## config.mk

```make
export PLATFORM = sky130hd
export DESIGN_NAME = apnc_queue
export DESIGN_NICKNAME = d
export VERILOG_FILES = /design/src/rtl/apnc_pkg.sv /design/src/rtl/apnc_queue.sv
export SDC_FILE = /design/constraint.sdc
export NUM_CORES = 1
export LEC_CHECK = 0
export BUFFER_PORTS_ARGS = -buffer_cell sky130_fd_sc_hd__buf_2
export CORE_ASPECT_RATIO = 1.75
export CORE_MARGIN = 1.5
export CORE_UTILIZATION = 45
export CTS_CLUSTER_SIZE = 16
export DETAILED_ROUTE_END_ITERATION = 10
export PLACE_DENSITY_LB_ADDON = 0.12
export REMOVE_ABC_BUFFERS = 1
export SYNTH_ARGS = -nofsm -noshare
export SYNTH_HDL_FRONTEND = slang
export SYNTH_SLANG_ARGS = --single-unit
```

## constraint.sdc

```tcl
create_clock -name clk_i -period 2.25 [get_ports clk_i]
set_input_delay 0.45 -clock clk_i [delete_from_list [all_inputs] [get_ports clk_i]]
set_output_delay 0.45 -clock clk_i [all_outputs]
set_load 0.05 [all_outputs]
```

## src/rtl/apnc_pkg.sv

```systemverilog
// shared types, constants and palette table for the nearest palette color block
package apnc_pkg;

  localparam int unsigned CHAN_W      = 8;
  localparam int unsigned IDX_W       = 8;
  localparam int unsigned SQ_W        = 2 * CHAN_W;
  localparam int unsigned DIST_W      = SQ_W + 2;
  localparam int unsigned LANES       = 16;
  localparam int unsigned LANE_W      = 4;
  localparam int unsigned GROUP_W     = IDX_W - LANE_W;
  localparam int unsigned TREE_OUT    = 4;
  localparam int unsigned NUM_COLORS  = 256;
  localparam int unsigned STD_COLORS  = 16;
  localparam int unsigned CUBE_BASE   = 16;
  localparam int unsigned CUBE_SIDE   = 6;
  localparam int unsigned GRAY_BASE   = 232;
  localparam int unsigned GRAY_STEPS  = NUM_COLORS - GRAY_BASE;
  localparam int unsigned CUBE_OFFSET = 55;
  localparam int unsigned CUBE_STEP   = 40;
  localparam int unsigned GRAY_OFFSET = 8;
  localparam int unsigned GRAY_STEP   = 10;

  // last group of lanes for each search range
  localparam logic [GROUP_W-1:0] GRP_STD_LAST = '0;
  localparam logic [GROUP_W-1:0] GRP_ALL_LAST = '1;

  typedef logic [CHAN_W-1:0] chan_t;

  typedef struct packed {
    chan_t r;
    chan_t g;
    chan_t b;
  } rgb_t;

  typedef rgb_t [NUM_COLORS-1:0] palette_t;

  typedef struct packed {
    rgb_t               pix;
    logic [GROUP_W-1:0] last_grp;
  } job_t;

  typedef enum logic [1:0] {
    BK_IDLE,
    BK_RUN,
    BK_DRAIN
  } back_state_e;

  localparam rgb_t STD_TABLE [STD_COLORS] = '{
    '{8'd0,   8'd0,   8'd0},   '{8'd128, 8'd0,   8'd0},
    '{8'd0,   8'd128, 8'd0},   '{8'd128, 8'd128, 8'd0},
    '{8'd0,   8'd0,   8'd128}, '{8'd128, 8'd0,   8'd128},
    '{8'd0,   8'd128, 8'd128}, '{8'd192, 8'd192, 8'd192},
    '{8'd128, 8'd128, 8'd128}, '{8'd255, 8'd0,   8'd0},
    '{8'd0,   8'd255, 8'd0},   '{8'd255, 8'd255, 8'd0},
    '{8'd0,   8'd0,   8'd255}, '{8'd255, 8'd0,   8'd255},
    '{8'd0,   8'd255, 8'd255}, '{8'd255, 8'd255, 8'd255}
  };

  function automatic chan_t cube_level(int v);
    return (v == 0) ? '0 : CHAN_W'(CUBE_OFFSET + v * CUBE_STEP);
  endfunction

  // standard colors, then the 6x6x6 cube, then the gray ramp
  function automatic palette_t build_palette();
    palette_t pal;
    int       n;
    chan_t    gv;
    pal = '0;
    for (int i = 0; i < STD_COLORS; i++) begin
      pal[i] = STD_TABLE[i];
    end
    n = CUBE_BASE;
    for (int r = 0; r < CUBE_SIDE; r++) begin
      for (int g = 0; g < CUBE_SIDE; g++) begin
        for (int b = 0; b < CUBE_SIDE; b++) begin
          pal[n] = '{cube_level(r), cube_level(g), cube_level(b)};
          n++;
        end
      end
    end
    for (int k = 0; k < GRAY_STEPS; k++) begin
      gv = CHAN_W'(GRAY_OFFSET + k * GRAY_STEP);
      pal[GRAY_BASE + k] = '{gv, gv, gv};
    end
    return pal;
  endfunction

  localparam palette_t PALETTE = build_palette();

  function automatic logic [SQ_W-1:0] sq_diff(chan_t a, chan_t b);
    chan_t d;
    d = (a > b) ? (a - b) : (b - a);
    return {{CHAN_W{1'b0}}, d} * {{CHAN_W{1'b0}}, d};
  endfunction

endpackage

```

## src/rtl/apnc_queue.sv

```systemverilog
// small job queue between front end and search engine
module apnc_queue import apnc_pkg::*; #(
  parameter int unsigned DEPTH = 2
) (
  input  logic clk_i,
  input  logic rst_ni,
  input  logic push_i,
  input  job_t push_data_i,
  output logic full_o,
  input  logic pop_i,
  output logic valid_o,
  output job_t data_o
);

  localparam int unsigned PTR_W = (DEPTH > 1) ? $clog2(DEPTH) : 1;
  localparam int unsigned CNT_W = $clog2(DEPTH + 1);

  job_t             mem_q [DEPTH];
  logic [PTR_W-1:0] wr_ptr_q, wr_ptr_d;
  logic [PTR_W-1:0] rd_ptr_q, rd_ptr_d;
  logic [CNT_W-1:0] cnt_q, cnt_d;
  logic             do_push, do_pop;

  assign full_o  = (cnt_q == CNT_W'(DEPTH));
  assign valid_o = (cnt_q != '0);
  assign data_o  = mem_q[rd_ptr_q];
  assign do_push = push_i && !full_o;
  assign do_pop  = pop_i && valid_o;

  always_comb begin
    wr_ptr_d = wr_ptr_q;
    rd_ptr_d = rd_ptr_q;
    cnt_d    = cnt_q;
    if (do_push) begin
      wr_ptr_d = (wr_ptr_q == PTR_W'(DEPTH - 1)) ? '0 : wr_ptr_q + 1'b1;
    end
    if (do_pop) begin
      rd_ptr_d = (rd_ptr_q == PTR_W'(DEPTH - 1)) ? '0 : rd_ptr_q + 1'b1;
    end
    if (do_push && !do_pop) begin
      cnt_d = cnt_q + 1'b1;
    end else if (!do_push && do_pop) begin
      cnt_d = cnt_q - 1'b1;
    end
  end

  always_ff @(posedge clk_i or negedge rst_ni) begin
    if (!rst_ni) begin
      wr_ptr_q <= '0;
      rd_ptr_q <= '0;
      cnt_q    <= '0;
    end else begin
      wr_ptr_q <= wr_ptr_d;
      rd_ptr_q <= rd_ptr_d;
      cnt_q    <= cnt_d;
    end
  end

  always_ff @(posedge clk_i) begin
    if (do_push) begin
      mem_q[wr_ptr_q] <= push_data_i;
    end
  end

endmodule

```

== Word level (Yosys, flattened, before mapping) ==
Memories as Yosys holds them, arrays and structs flattened.
Index checks and enable logic that the tools add are counted.

* Add/sub/neg operators: 4
* Equal/unequal tests: 1
* Multiplexer cells: 6
* Reduce and logical (&&, ||, !) cells: 9

{| class="wikitable"
|+ Operators with widths
! kind !! count
|-
| $logic_and A1 B1 Y1 || 4
|-
| $mux W1 || 4
|-
| $mux W2 || 2
|-
| $reduce_bool A2 Y1 || 2
|-
| $logic_not A1 Y1 || 3
|-
| $add A1 B1 Y1 const B || 2
|-
| $add A2 B1 Y2 const B || 1
|-
| $eq A2 B2 Y1 const B || 1
|-
| $sub A2 B1 Y2 const B || 1
|}

* Register bits after elaboration: 4
* Bits in writable memories: 56
* Output and inout bits: 30
* Logic and storage cells: 24
* Memories kept: 1

{| class="wikitable"
|+ Memories
! name !! words !! width !! read ports !! clocked after Yosys merged registers in !! write ports !! RTL line !! source
|-
| mem_q || 2 || 28 || 1 || 0 || 1 || apnc_queue.sv:18 || <nowiki>job_t mem_q [DEPTH];</nowiki>
|}

== Logic depth before layout (Yosys ltp) ==
* Word-level depth: 7
* Depth in mapped cells: 7
* Depth with buffers taken out: 7

== Least setup slack after synthesis ==
No wires, ideal clock.

* Path kind: reg2reg
* Start point: reg cnt_q[0]
* End point: mem mem_q[0][0] (netlist bit) (enable)
* Setup time: 413 ps
* Data arrival time: 1813 ps
* Data required time: 1837 ps
* Setup slack: 25 ps
* Cell stages (with the launch flop): 4
* Path buffers: 0
* Cells stage by stage: dfrtp_1 nand2b_1 nand2_1 nor2_1

* Cells in the longest elaborated chain, start to end: 5

{| class="wikitable"
|+ Ends and longest elaborated chain
! item !! RTL line !! source
|-
| start: declaration || apnc_queue.sv:21 || <nowiki>logic [CNT_W-1:0] cnt_q, cnt_d;</nowiki>
|-
| start signal: assignment || apnc_queue.sv:55 || <nowiki>cnt_q <= cnt_d;</nowiki>
|-
| $eq A2 B2 Y1 || apnc_queue.sv:24 || <nowiki>assign full_o = (cnt_q == CNT_W'(DEPTH));</nowiki>
|-
| $logic_not A1 Y1 || apnc_queue.sv:27 || <nowiki>assign do_push = push_i && !full_o;</nowiki>
|-
| $logic_and A1 B1 Y1 || apnc_queue.sv:27 ||
|-
| $mux W1 || apnc_queue.sv:60 || <nowiki>if (do_push) begin</nowiki>
|-
| $mux W1 (implied by the code) || apnc_queue.sv:61 || <nowiki>mem_q[wr_ptr_q] <= push_data_i;</nowiki>
|-
| end: declaration || apnc_queue.sv:18 ||
|}

No other way between the ends.

==> run_results.csv <==
group,metric,value,unit
routing,amount_of_wire_on_met3_after_detailed_routing,167,um
synth,synth_cells,106,
routing,route.vias.total,1139,
cts,clkTransAtPathRegs,0.06,ns
hold_path,worstHoldPathType,"in -> reg",
cts,cts_hold_buf,1,
die,initial_core_util,0.463,
die,die_height,96.9,um
cts,cts_setup_buffers,0,
place,cell_area_placed,2660,sq um
sta,final_period_minus_worst_setup_slack,1.96,ns
routing,drc,0,
power,power_frac_seq,0.360,
routing,drt.antenna.violating_nets,0,
global_routing,grt.overflow.total,0,
place,portBuffers,61,
global_routing,wire_length_of_the_first_global_routing_pass,6.07,mm
finish,final_area,2860,sq um
sta,worst-slew-pin-transition,0.495,ns
routing,wl_met1,1.42,mm
routing,firstDrtPassIters,4,
critical_path,crit_arrival,1.51,ns
sta,setup_total_negative_slack,0,ns
cts,cts_buffers,9,
synth,yosys_warnings,0,
critical_path,start_kind,"register",
finish,final-seq-area,1780,sq um
power,p_clk_frac,0.209,
die,num_io_pins,62,
die,die_area,5490,sq um
sta,hold_viol,0,
global_routing,grt_use_total,0.155,
finish,diodes,0,
power,total_leakage_power,1.15,nW
finish,multiInputGateArea,445,sq um
routing,via_per_inst,4.75,
sta,skew,0.00513,ns
power,comb_power_frac,0.431,
sta,setup_repair_after_global_routing_missed_its_margin,"no",
cts,clk_root_buffer_cell,"sky130_fd_sc_hd__clkbuf_8",
sta,slew_violations,0,
global_routing,pin_count_of_the_biggest_net_entering_global_routing,21,
power,power.share.switching,0.398,
power,p_sw,1.79,mW
job,max-cap-violations,0,
routing,detailedRoute.firstIterationViolations,34,
cts,cts_tree,"built",
routing,top_layer_used,"met4",
routing,met2RoutedLength,2.07,mm
finish,drive_above_1_share,0.575,
routing,routed_wirelength,3.76,mm
synth,synth_cell_types,16,
die,design.core.area,4890,sq um
synth,summed_instance_area_of_the_synthesized_netlist,2270,sq um
sta,share_of_the_clock_period_used_by_the_worst_path,0.873,
place,routabilityCongestion,0.644,
critical_path,crit_path_end_kind,"output pin",
global_routing,number_of_global_route_vias_before_repair,1323,
die,die_w,56.6,um
finish,num-fill-cells,394,
finish,synthToLayoutAreaGrowth,26.4,%
sta,achievable-frequency,0.509,GHz
cts,clkLatencyLatePin,0.33,ns
global_routing,grt_antenna_before_repair,0,
die,placement_rows,34,
outcome,run_status,"complete, no violations",
critical_path,setup.worst_path.class,"reg -> out",
cts,ctsResizeCount,0,
synth,avgSynthCellArea,21.4,sq um
synth,ys_seq_elements,60,
power,worst_ir_drop_vdd,0.897,mV
cts,clock_sink_count,60,
place,detailed_place_hpwl,2.63,mm
critical_path,worst-path-max-fanout,14,
synth,share_of_synthesized_area_occupied_by_flip_flops_and_latches,0.786,
critical_path,critPathRequiredTime,1.80,ns
power,power.density,1570,nW/um^2
cts,clockBufferDepth,2,
sta,setup_viol,0,
routing,routedWlPerCell,15.7,um
cts,htreeDepth,3,
sta,worst_case_headroom_to_the_max_slew_limit,0.670,
power,p_int,2.70,mW
finish,num-nets-final,214,
[sequential cells by signal (all words and copies together), names as in the netlist]
name      cells
cnt_q         2
mem_q        56
rd_ptr_q      1
wr_ptr_q      1
[cell type report]
class	instances	area share
Sequential cell	60	0.622
Multi-Input combinational cell	41	0.156
Timing Repair Buffer	67	0.128
Inverter	2	0.00262
Clock inverter	2	0.0118
Clock buffer	14	0.0568
Tap cell	54	0.0236
[cell usage after synthesis, drive strengths merged]
cell | instances | share of area
and3 | 1 | 0.0028
dfrtp | 4 | 0.044
edfxtp | 56 | 0.74
xor2 | 2 | 0.0077
mux2 | 28 | 0.16
buf | 3 | 0.015
ha | 1 | 0.0055
inv | 2 | 0.0033
nand2 | 2 | 0.0033
xnor2 | 3 | 0.012
nor2 | 2 | 0.0033
nand2b | 1 | 0.0028
or2 | 1 | 0.0028
[power groups by stage]
| stage | logic [mW] | registers [mW] | clock network (mW) |
|---|---|---|---|
| final | 1.93 | 1.62 | 0.938 |
| after global routing | 2.03 | 1.64 | 1.02 |
| after CTS | 1.96 | 1.62 | 0.973 |
| after detailed placement | 1.96 | 1.64 | 0 |
| after global placement | 1.93 | 1.62 | 0 |
| after floorplan | 1.45 | 1.70 | 0 |
[cell families after synthesis]
group,after synthesis,synth area share
flops,60,0.786
mux,28,0.156
simple gates,7,0.0149
xor+xnor,5,0.0193
buf+inv,5,0.0182
fa+ha+maj,1,0.00552
[final timing paths]
path / startpoint / endpoint / slack, ns / cells past startpoint
worst max register to register: cnt_q[0] / mem_q[1][6] / 0.65 / 3
worst min register to register: wr_ptr_q / wr_ptr_q / 0.51 / 1
min in group asynchronous: rst_ni / cnt_q[1] / 0.46 / 2
worst min-delay path: push_data_i[23] / mem_q[0][23] / 0.31 / 1
max in group asynchronous: rst_ni / wr_ptr_q / 1.67 / 2
worst max-delay path: rd_ptr_q / data_o[4] / 0.29 / 3
[metal layers]
metal,vias to the layer above,track usage
li1,555,-
met1,539,0.150
met2,38,0.265
met3,7,0.0642
met4,0,0.0934
met5,-,0
[stage by stage]
step | hold slack, ns | util | setup slack, ns | instances | power, mW
finish | 0.309 | 0.585 | 0.286 | 240 | 4.49
global route | 0.282 | 0.585 | 0.196 | 240 | 4.69
CTS | 0.285 | 0.585 | 0.252 | 240 | 4.55
detailed placement | 0.268 | 0.543 | 0.620 | 223 | 3.60
global placement | 0.261 | 0.543 | 0.645 | 223 | 3.55
floorplan | 0.154 | - | 0.0246 | 103 | 3.15
[critical path, stage by stage (launching register included)]
cell                      delay [ns]
sky130_fd_sc_hd__dfrtp_1        0.35
sky130_fd_sc_hd__buf_4          0.26
sky130_fd_sc_hd__mux2_2         0.37
sky130_fd_sc_hd__buf_2          0.21
[cells in the final DEF, fill, tap and decap left out, drive strengths merged]
master	synthesis	routed
buf	3	66
edfxtp	56	56
mux2	28	28
clkbuf	0	14
dfrtp	4	4
xnor2	3	3
inv	2	2
nand2	2	2
xor2	2	2
nor2	2	2
or2	1	1
nand2b	1	1
and3	1	1
ha	1	1
bufinv	0	1
clkinv	0	1
dlygate4sd3	0	1
Power figures use the tool's default switching activity.
